`src/rtl/acs_pkg.sv`:
```
// Shared types and constants for the accelerometer sample conditioner.
`timescale 1ns / 1ps
`default_nettype none

package acs_pkg;

  // Sample format and arithmetic constants
  localparam int unsigned SampleW       = 12;
  localparam int unsigned ResultW       = 13;
  localparam int unsigned NumAxes       = 3;
  localparam int unsigned AVERAGE_TAPS  = 4;
  localparam int unsigned SampleCenter  = 2048;
  localparam int unsigned ResetThresh   = 10;

  // Moving-average ring geometry
  localparam int unsigned RingIdxW = (AVERAGE_TAPS > 1) ? $clog2(AVERAGE_TAPS) : 1;
  localparam int unsigned FillW    = $clog2(AVERAGE_TAPS + 1);
  localparam int unsigned SumW     = SampleW + $clog2(AVERAGE_TAPS);

  // Queue between front and back
  localparam int unsigned QDepth  = 2;
  localparam int unsigned QPtrW   = (QDepth > 1) ? $clog2(QDepth) : 1;
  localparam int unsigned QCountW = $clog2(QDepth + 1);

  // Stream widths
  localparam int unsigned InDataW  = 48;
  localparam int unsigned OutDataW = 40;

  // Configuration port
  localparam int unsigned ApbAddrW = 5;
  localparam int unsigned ApbDataW = 32;
  localparam int unsigned RegIdxW  = 3;

  localparam logic [RegIdxW-1:0] RegCalMode  = 3'd0;
  localparam logic [RegIdxW-1:0] RegOffsetX  = 3'd1;
  localparam logic [RegIdxW-1:0] RegOffsetY  = 3'd2;
  localparam logic [RegIdxW-1:0] RegOffsetZ  = 3'd3;
  localparam logic [RegIdxW-1:0] RegThresh   = 3'd4;

  typedef logic [SampleW-1:0] sample_t;

  // One queued item: unpacked samples, index 0 = x, 1 = y, 2 = z
  typedef sample_t [NumAxes-1:0] samples_t;

  typedef struct packed {
    logic                       cal_mode;
    logic signed [SampleW-1:0]  bias_x;
    logic signed [SampleW-1:0]  bias_y;
    logic signed [SampleW-1:0]  bias_z;
    logic        [SampleW-1:0]  threshold;
  } cfg_t;

  // Queue handshake between the front end and the back end
  typedef struct packed {
    logic     push;
    samples_t data;
  } q_wr_t;

  typedef struct packed {
    logic     valid;
    samples_t data;
  } q_rd_t;

endpackage

`default_nettype wire

```
`src/rtl/acs_cfg.sv`:
```
// APB register file holding mode, per-axis offsets and deadband threshold.
`timescale 1ns / 1ps
`default_nettype none

module acs_cfg (
  input  logic                          clk_i,
  input  logic                          rst_ni,
  input  logic                          psel,
  input  logic                          penable,
  input  logic                          pwrite,
  input  logic [acs_pkg::ApbAddrW-1:0]  paddr,
  input  logic [acs_pkg::ApbDataW-1:0]  pwdata,
  output logic [acs_pkg::ApbDataW-1:0]  prdata,
  output logic                          pready,
  output acs_pkg::cfg_t                 cfg_o
);
  import acs_pkg::*;

  cfg_t               cfg_q, cfg_d;
  logic               wr_en;
  logic [RegIdxW-1:0] idx;

  assign pready = 1'b1;
  assign idx    = paddr[ApbAddrW-1:2];
  assign wr_en  = psel & penable & pwrite & pready;

  always_comb begin
    cfg_d = cfg_q;
    if (wr_en) begin
      unique case (idx)
        RegCalMode: cfg_d.cal_mode  = pwdata[0];
        RegOffsetX: cfg_d.bias_x    = pwdata[SampleW-1:0];
        RegOffsetY: cfg_d.bias_y    = pwdata[SampleW-1:0];
        RegOffsetZ: cfg_d.bias_z    = pwdata[SampleW-1:0];
        RegThresh:  cfg_d.threshold = pwdata[SampleW-1:0];
        default:    cfg_d = cfg_q;
      endcase
    end
  end

  always_comb begin
    unique case (idx)
      RegCalMode: prdata = {{(ApbDataW-1){1'b0}}, cfg_q.cal_mode};
      RegOffsetX: prdata = {{(ApbDataW-SampleW){1'b0}}, cfg_q.bias_x};
      RegOffsetY: prdata = {{(ApbDataW-SampleW){1'b0}}, cfg_q.bias_y};
      RegOffsetZ: prdata = {{(ApbDataW-SampleW){1'b0}}, cfg_q.bias_z};
      RegThresh:  prdata = {{(ApbDataW-SampleW){1'b0}}, cfg_q.threshold};
      default:    prdata = '0;
    endcase
  end

  always_ff @(posedge clk_i or negedge rst_ni) begin
    if (!rst_ni) begin
      cfg_q.cal_mode  <= 1'b0;
      cfg_q.bias_x    <= '0;
      cfg_q.bias_y    <= '0;
      cfg_q.bias_z    <= '0;
      cfg_q.threshold <= SampleW'(ResetThresh);
    end else begin
      cfg_q <= cfg_d;
    end
  end

  assign cfg_o = cfg_q;

endmodule

`default_nettype wire

```
`src/rtl/acs_front.sv`:
```
// Front end: accept raw read beats, unpack the three 12-bit samples, push to queue.
`timescale 1ns / 1ps
`default_nettype none

module acs_front (
  input  logic [acs_pkg::InDataW-1:0] s_axis_tdata,
  input  logic [0:0]                  s_axis_tuser,
  input  logic                        s_axis_tvalid,
  output logic                        s_axis_tready,
  input  logic                        q_full_i,
  output acs_pkg::q_wr_t              q_wr_o
);
  import acs_pkg::*;

  logic [7:0] hi_byte [NumAxes];
  logic [7:0] lo_byte [NumAxes];

  assign s_axis_tready = ~q_full_i;

  always_comb begin
    q_wr_o.push = s_axis_tvalid & ~q_full_i;
    for (int a = 0; a < NumAxes; a++) begin
      hi_byte[a] = s_axis_tdata[16*a +: 8];
      lo_byte[a] = s_axis_tdata[16*a + 8 +: 8];
      // Drop the bytes of a failed read: the sample counts as zero
      if (s_axis_tuser[0]) begin
        q_wr_o.data[a] = '0;
      end else begin
        q_wr_o.data[a] = {hi_byte[a], lo_byte[a][7:4]};
      end
    end
  end

endmodule

`default_nettype wire

```
`src/rtl/acs_queue.sv`:
```
// Short FIFO of unpacked samples between the front end and the back end.
`timescale 1ns / 1ps
`default_nettype none

module acs_queue (
  input  logic            clk_i,
  input  logic            rst_ni,
  input  acs_pkg::q_wr_t  wr_i,
  output logic            full_o,
  output acs_pkg::q_rd_t  rd_o,
  input  logic            pop_i
);
  import acs_pkg::*;

  samples_t             mem_q [QDepth];
  logic [QPtrW-1:0]     wr_ptr_q, wr_ptr_d;
  logic [QPtrW-1:0]     rd_ptr_q, rd_ptr_d;
  logic [QCountW-1:0]   count_q, count_d;
  logic                 do_wr, do_rd;

  assign full_o     = (count_q == QCountW'(QDepth));
  assign rd_o.valid = (count_q != '0);
  assign rd_o.data  = mem_q[rd_ptr_q];

  assign do_wr = wr_i.push & ~full_o;
  assign do_rd = pop_i & rd_o.valid;

  always_comb begin
    wr_ptr_d = wr_ptr_q;
    rd_ptr_d = rd_ptr_q;
    count_d  = count_q;
    if (do_wr) begin
      wr_ptr_d = (wr_ptr_q == QPtrW'(QDepth - 1)) ? '0 : wr_ptr_q + 1'b1;
    end
    if (do_rd) begin
      rd_ptr_d = (rd_ptr_q == QPtrW'(QDepth - 1)) ? '0 : rd_ptr_q + 1'b1;
    end
    if (do_wr && !do_rd) begin
      count_d = count_q + 1'b1;
    end else if (do_rd && !do_wr) begin
      count_d = count_q - 1'b1;
    end
  end

  always_ff @(posedge clk_i or negedge rst_ni) begin
    if (!rst_ni) begin
      wr_ptr_q <= '0;
      rd_ptr_q <= '0;
      count_q  <= '0;
    end else begin
      wr_ptr_q <= wr_ptr_d;
      rd_ptr_q <= rd_ptr_d;
      count_q  <= count_d;
    end
  end

  always_ff @(posedge clk_i) begin
    if (do_wr) begin
      mem_q[wr_ptr_q] <= wr_i.data;
    end
  end

endmodule

`default_nettype wire

```
`src/rtl/acs_back.sv`:
```
// Back end: moving average, deadband stabiliser, centring and output register.
`timescale 1ns / 1ps
`default_nettype none

module acs_back (
  input  logic                         clk_i,
  input  logic                         rst_ni,
  input  acs_pkg::cfg_t                cfg_i,
  input  acs_pkg::q_rd_t               q_rd_i,
  output logic                         q_pop_o,
  output logic [acs_pkg::OutDataW-1:0] m_axis_tdata,
  output logic                         m_axis_tvalid,
  input  logic                         m_axis_tready
);
  import acs_pkg::*;

  sample_t             ring_q   [NumAxes][AVERAGE_TAPS];
  logic [RingIdxW-1:0] pos_q    [NumAxes];
  logic [RingIdxW-1:0] pos_d    [NumAxes];
  logic [FillW-1:0]    fill_q   [NumAxes];
  logic [FillW-1:0]    fill_d   [NumAxes];
  sample_t             held_q   [NumAxes];
  sample_t             held_d   [NumAxes];

  logic [SumW-1:0]           sum      [NumAxes];
  sample_t                   avg_s    [NumAxes];
  sample_t                   stab_in  [NumAxes];
  logic signed [SampleW:0]   diff     [NumAxes];
  logic [SampleW:0]          mag      [NumAxes];
  logic signed [SampleW-1:0] offset   [NumAxes];
  logic signed [SampleW+1:0] res      [NumAxes];

  logic [OutDataW-1:0] data_q, data_d;
  logic                valid_q, valid_d;
  logic                take;

  assign take    = ~valid_q | m_axis_tready;
  assign q_pop_o = q_rd_i.valid & take;

  assign offset[0] = cfg_i.bias_x;
  assign offset[1] = cfg_i.bias_y;
  assign offset[2] = cfg_i.bias_z;

  always_comb begin
    for (int a = 0; a < NumAxes; a++) begin
      // Sum the ring as it stands once the new sample is written in
      sum[a] = '0;
      for (int i = 0; i < AVERAGE_TAPS; i++) begin
        if (pos_q[a] == RingIdxW'(i)) begin
          sum[a] = sum[a] + SumW'(q_rd_i.data[a]);
        end else begin
          sum[a] = sum[a] + SumW'(ring_q[a][i]);
        end
      end
      // Pass the sample through until the ring has filled once
      if (fill_q[a] < FillW'(AVERAGE_TAPS)) begin
        avg_s[a] = q_rd_i.data[a];
      end else begin
        avg_s[a] = SampleW'(sum[a] / AVERAGE_TAPS);
      end
      stab_in[a] = cfg_i.cal_mode ? avg_s[a] : q_rd_i.data[a];

      diff[a] = $signed({1'b0, held_q[a]}) - $signed({1'b0, stab_in[a]});
      mag[a]  = diff[a][SampleW] ? unsigned'(-diff[a]) : unsigned'(diff[a]);
      held_d[a] = (mag[a] >= {1'b0, cfg_i.threshold}) ? stab_in[a] : held_q[a];

      res[a] = $signed({2'b00, held_d[a]}) - (SampleW + 2)'(SampleCenter);
      if (!cfg_i.cal_mode) begin
        res[a] = res[a] - (SampleW + 2)'(offset[a]);
        if (a < 2) begin
          res[a] = -res[a];
        end
      end

      pos_d[a]  = (pos_q[a] == RingIdxW'(AVERAGE_TAPS - 1)) ? '0 : pos_q[a] + 1'b1;
      fill_d[a] = (fill_q[a] < FillW'(AVERAGE_TAPS)) ? fill_q[a] + 1'b1 : fill_q[a];
    end
  end

  always_comb begin
    data_d  = data_q;
    valid_d = valid_q;
    if (q_pop_o) begin
      data_d  = {{(OutDataW - NumAxes*ResultW){1'b0}},
                 res[2][ResultW-1:0], res[1][ResultW-1:0], res[0][ResultW-1:0]};
      valid_d = 1'b1;
    end else if (m_axis_tready) begin
      valid_d = 1'b0;
    end
  end

  always_ff @(posedge clk_i or negedge rst_ni) begin
    if (!rst_ni) begin
      valid_q <= 1'b0;
      for (int a = 0; a < NumAxes; a++) begin
        pos_q[a]  <= '0;
        fill_q[a] <= '0;
        held_q[a] <= '0;
        for (int i = 0; i < AVERAGE_TAPS; i++) begin
          ring_q[a][i] <= '0;
        end
      end
    end else begin
      valid_q <= valid_d;
      if (q_pop_o) begin
        for (int a = 0; a < NumAxes; a++) begin
          held_q[a] <= held_d[a];
          // Leave the averaging state untouched in normal mode
          if (cfg_i.cal_mode) begin
            ring_q[a][pos_q[a]] <= q_rd_i.data[a];
            pos_q[a]            <= pos_d[a];
            fill_q[a]           <= fill_d[a];
          end
        end
      end
    end
  end

  always_ff @(posedge clk_i) begin
    data_q <= data_d;
  end

  assign m_axis_tdata  = data_q;
  assign m_axis_tvalid = valid_q;

endmodule

`default_nettype wire

```
`src/rtl/accel_sample_conditioner_top.sv`:
```
// Top level of the accelerometer sample conditioner.
`timescale 1ns / 1ps
`default_nettype none

// Channel   Direction  Handshake                   Contents
// s_axis    in         tvalid / tready             raw bytes of one 3-axis read
// m_axis    out        tvalid / tready             conditioned x, y, z counts
// apb       in/out     psel, penable, pready       mode, offsets, deadband
//
// One beat in and one beat out per cycle when both sides flow; an accepted beat
// goes into the queue, then into the output register that drives m_axis.
// The back end's averaging sum, deadband compare and centring are combinational.
// Reset clears the rings, fill counts, ring positions and held samples, sets
// the threshold to ten, and leaves the block ready at once.
// A two-entry queue parts the sides: s_axis keeps accepting while m_axis
// stalls until the queue fills, and the output register holds under stall.

module accel_sample_conditioner_top (
  input  logic                          clk_i,
  input  logic                          rst_ni,
  // x_high_byte, x_low_byte, y_high_byte, y_low_byte, z_high_byte, z_low_byte
  input  logic [acs_pkg::InDataW-1:0]   s_axis_tdata,
  // read_failed
  input  logic [0:0]                    s_axis_tuser,
  input  logic                          s_axis_tvalid,
  output logic                          s_axis_tready,
  // accel_x [12:0], accel_y [25:13], accel_z [38:26], zero pad [39]
  output logic [acs_pkg::OutDataW-1:0]  m_axis_tdata,
  output logic                          m_axis_tvalid,
  input  logic                          m_axis_tready,
  input  logic                          psel,
  input  logic                          penable,
  input  logic                          pwrite,
  input  logic [acs_pkg::ApbAddrW-1:0]  paddr,
  input  logic [acs_pkg::ApbDataW-1:0]  pwdata,
  output logic [acs_pkg::ApbDataW-1:0]  prdata,
  output logic                          pready
);
  import acs_pkg::*;

  cfg_t  cfg;
  q_wr_t q_wr;
  q_rd_t q_rd;
  logic  q_full;
  logic  q_pop;

  // Hold the configuration registers
  acs_cfg u_cfg (
    .clk_i   (clk_i),
    .rst_ni  (rst_ni),
    .psel    (psel),
    .penable (penable),
    .pwrite  (pwrite),
    .paddr   (paddr),
    .pwdata  (pwdata),
    .prdata  (prdata),
    .pready  (pready),
    .cfg_o   (cfg)
  );

  // Accept and unpack input beats
  acs_front u_front (
    .s_axis_tdata  (s_axis_tdata),
    .s_axis_tuser  (s_axis_tuser),
    .s_axis_tvalid (s_axis_tvalid),
    .s_axis_tready (s_axis_tready),
    .q_full_i      (q_full),
    .q_wr_o        (q_wr)
  );

  // Decouple the two sides
  acs_queue u_queue (
    .clk_i  (clk_i),
    .rst_ni (rst_ni),
    .wr_i   (q_wr),
    .full_o (q_full),
    .rd_o   (q_rd),
    .pop_i  (q_pop)
  );

  // Filter, stabilise and centre, then register the result beat
  acs_back u_back (
    .clk_i         (clk_i),
    .rst_ni        (rst_ni),
    .cfg_i         (cfg),
    .q_rd_i        (q_rd),
    .q_pop_o       (q_pop),
    .m_axis_tdata  (m_axis_tdata),
    .m_axis_tvalid (m_axis_tvalid),
    .m_axis_tready (m_axis_tready)
  );

endmodule

`default_nettype wire

```
`config.mk`:
```
export PLATFORM = sky130hd
export DESIGN_NAME = accel_sample_conditioner_top
export DESIGN_NICKNAME = d
export VERILOG_FILES = /design/src/rtl/acs_pkg.sv /design/src/rtl/acs_cfg.sv /design/src/rtl/acs_front.sv /design/src/rtl/acs_queue.sv /design/src/rtl/acs_back.sv /design/src/rtl/accel_sample_conditioner_top.sv
export SDC_FILE = /design/constraint.sdc
export NUM_CORES = 1
export LEC_CHECK = 0
export BUFFER_PORTS_ARGS = -buffer_cell sky130_fd_sc_hd__buf_2
export CAP_MARGIN = 20
export CORE_AREA = 2 2 257 259
export CTS_BUF_LIST = sky130_fd_sc_hd__clkbuf_8
export CTS_CLUSTER_DIAMETER = 80
export DETAILED_ROUTE_END_ITERATION = 6
export DIE_AREA = 0 0 259 261
export PLACE_DENSITY = 0.61
export SKIP_CTS_REPAIR_TIMING = 1
export SLEW_MARGIN = 20
export SYNTH_ARGS = -nofsm -noshare
export SYNTH_HDL_FRONTEND = slang
export SYNTH_SLANG_ARGS = --single-unit
```
`constraint.sdc`:
```
create_clock -name clk_i -period 15.1 [get_ports clk_i]
set_clock_uncertainty 0.2 [all_clocks]
set_input_delay 1.51 -clock clk_i [delete_from_list [all_inputs] [get_ports clk_i]]
set_output_delay 1.51 -clock clk_i [all_outputs]
set_load 0.05 [all_outputs]
```
==> flow_metrics.tcl <==
set metrics [dict create \
    fillers 6478 \
    synth_edf_count 111 \
    clockRootBuffer "clkbuf_8" \
    core_area_mm2 0.0650 \
    ioPinCount 168 \
    most-common-layout-cells "nand2_1 (334), o21ai_0 (318), nor2_1 (290)" \
    grt_pass1_vias 19291 \
    wire_per_inst_um 15.7 \
    antenna_found_initial 0 \
    cts_tree "done" \
    async_reset_ff_share_pct 69.2 \
    synth_area_leader_cell "dfrtp_1" \
    tns_ps 0 \
    register_area_mm2 0.00957 \
    critical_path.most_common_cell "o21ai_0" \
    nNetsFinal 3325 \
    synth_area_mm2 0.0257 \
    die_area_mm2 0.0676 \
    worst_hold_startpoint "u_back.ring_q[78]$_DFFE_PN0P_" \
    initial_core_util_pct 39.5 \
    crit_fanout 25 \
    cp_data_required_time_ps 15320 \
    r2r-end "u_back.m_axis_tdata[37]$_DFFE_PP_" \
    reg2reg_depth 61 \
    netlist.area_leader.share_pct 24.1 \
    syn-instance-count 2894 \
    crit_arrival_ps 13360 \
    portBuffers 111 \
    avgSynthCellArea_um2 8.87 \
    dieHeight_um 261 \
    slowest_delay_ps 720 \
    ant_nets 0 \
    status "complete, no violations" \
    ff2ff_setup_slack_ps 1960 \
    min_to "u_back.ring_q[78]$_DFFE_PN0P_" \
    multiInputGateArea_mm2 0.0149 \
    finalSetupViolations 0 \
    fin_crit_ps 13140 \
    ys_seq_area_share_pct 37.3 \
    placed_area_mm2 0.0271 \
    clk_pin_slew_ps 60 \
    stdcell_area_mm2 0.0283 \
    hold_viol 0 \
    vias 19913 \
    gr-usage-all-layers_pct 18.4 \
    chipWidth_um 259 \
    ys.flop_type "dfrtp_1" \
    ys_warn_count 0 \
    hold_path_class "reg2reg" \
    synth_area_leaders "dfrtp_1 (24%), edfxtp_1 (13%), ha_1 (11%)" \
    grt-ovfl-total 0 \
    yosysUniqueCellTypes 103 \
    drtIter0Drc 1044 \
    hpwl_um 45000 \
    clock.fmax_ghz 0.0761 \
    cts-buffers-inserted 61 \
    finalWirelength_um 61100 \
    row_count 94 \
    grt_max_degree 137 \
    drt_first_pass_iters 5 \
    slew-limit-headroom_pct 34.2 \
    clock_latency_ps 680 \
    drive_gt1_share_pct 11.4 \
    critPathKind "reg2reg" \
    viasPerCell 5.10 \
    startpoint_type "register" \
    cts_buffer_depth 3 \
    tightest_slew_ps 988 \
    cap_violations 0 \
    synth_seq_cells 360 \
    drc 0 \
    final_common_cell "nand2_1" \
    grt_pass1_wl_um 101000 \
    syn_to_final_growth_pct 10.1 \
    cts_sinks 360 \
    r2r-start "u_back.pos_q[0]$_DFFE_PN0P_" \
    critPathCaptureType "register" \
    ctsHtreeMaxLevel 2 \
    critical-path-slowest-cell "ha_1" \
    whs_path_depth 2 \
    gp_congestion 0.858 \
    rsz0062_at_grt "false" \
    final-max-slew-violation-count 0 \
    period_share_pct 87.1 \
]
==> routing by layer <==
| metal | track usage (%) | share of wire (%) |
|---|---|---|
| met4 | 5.01 | 2.1 |
| met1 | 24.5 | 47 |
| met3 | 2.82 | 4.0 |
| met5 | 0 | 0 |
| met2 | 31.1 | 47 |
==> cell families after synthesis <==
logic type / share of synthesized area (%)
adders and majority gates: 12.4
AOI/OAI and AO/OA: 20.3
xor gates and xnor gates: 5.03
other: 0.0292
DFF: 37.3
and+or+nand+nor: 14.5
buffers and inverters: 5.08
muxes: 5.40
==> critical path: cells and delay by family, from the launching register on <==
family | cells | cell delay, ps
compound gates | 35 | 6320
xor+xnor | 1 | 80
fa+ha+maj | 8 | 3190
buf+inv | 4 | 420
flops | 1 | 410
mux | 2 | 690
simple gates | 11 | 1600
==> synthesized netlist by cell type (all sizes together) (4+ instances only) <==
library cell    n
xor2           41
nor2          293
clkbuf        102
o21bai          6
o21ai         327
dfrtp         247
nor3           27
o32ai           4
or3            18
a21oi         243
ha            232
a22oi          17
nand2         334
mux2           54
nor4b           4
a31oi           9
mux2i          72
nand4           7
o21a           34
o311ai          4
or4             7
or2            15
a211oi         17
o31ai          15
fa             12
nor4            6
xnor2         104
and2           20
nor2b          59
a21o           59
a2111oi         6
o2111ai         4
o211ai         18
a21boi         33
nand3          12
nand2b         21
o31a            4
o22ai          18
inv           181
buf            36
edfxtp        111
and3           12
==> cell type report <==
cell class / count / share of cell area, %
repair buffers: 149 / 3.05
clock buffers: 65 / 3.16
clock inverters: 49 / 0.987
flip-flops and latches: 360 / 33.8
well taps: 864 / 3.82
multi-input cells: 2235 / 52.7
diodes: 1 / 0.00885
inverters: 181 / 2.40
==> state kept, by name (all words and copies together) (netlist names) <==
| register | flops |
|---|---|
| u_back.m_axis_tvalid | 1 |
| u_queue.rd_ptr_q | 1 |
| u_back.m_axis_tdata | 39 |
| u_queue.mem_q | 72 |
| u_queue.count_q | 2 |
| u_back.pos_q | 6 |
| u_back.fill_q | 9 |
| u_queue.wr_ptr_q | 1 |
| u_back.held_q | 36 |
| u_back.ring_q | 144 |
| u_cfg.cfg_o | 49 |
==> stage by stage <==
step | cells | utilization [%] | hold slack [ps] | worst slack [ps]
2_1_floorplan | 2914 | - | 248 | 2930
3_3_place_gp | 3789 | 41.7 | 262 | 2080
3_5_place_dp | 3789 | 41.7 | 271 | 1940
4_1_cts | 3903 | 43.5 | 283 | 1940
5_1_grt | 3903 | 43.5 | 301 | 558
6_report | 3904 | 43.5 | 277 | 1960
==> worst max path at each step <==
stage / startpoint / to / slack [ps] / cells after the start
6_report: u_back.pos_q[0]$_DFFE_PN0P_ / u_back.m_axis_tdata[37]$_DFFE_PP_ / 1960 / 61
5_1_grt: u_back.pos_q[0]$_DFFE_PN0P_ / u_back.m_axis_tdata[37]$_DFFE_PP_ / 560 / 62
4_1_cts: u_back.pos_q[0]$_DFFE_PN0P_ / u_back.m_axis_tdata[37]$_DFFE_PP_ / 1940 / 61
3_5_place_dp: u_back.pos_q[0]$_DFFE_PN0P_ / u_back.m_axis_tdata[37]$_DFFE_PP_ / 1940 / 61
3_3_place_gp: u_back.pos_q[0]$_DFFE_PN0P_ / u_back.m_axis_tdata[37]$_DFFE_PP_ / 2080 / 61
2_1_floorplan: u_queue.rd_ptr_q$_DFFE_PN0P_ / u_back.m_axis_tdata[37]$_DFFE_PP_ / 2930 / 63
Power is left out: the tool's default activity adds up to more than one toggle a clock period on the data nets, which glitch-free logic cannot reach.
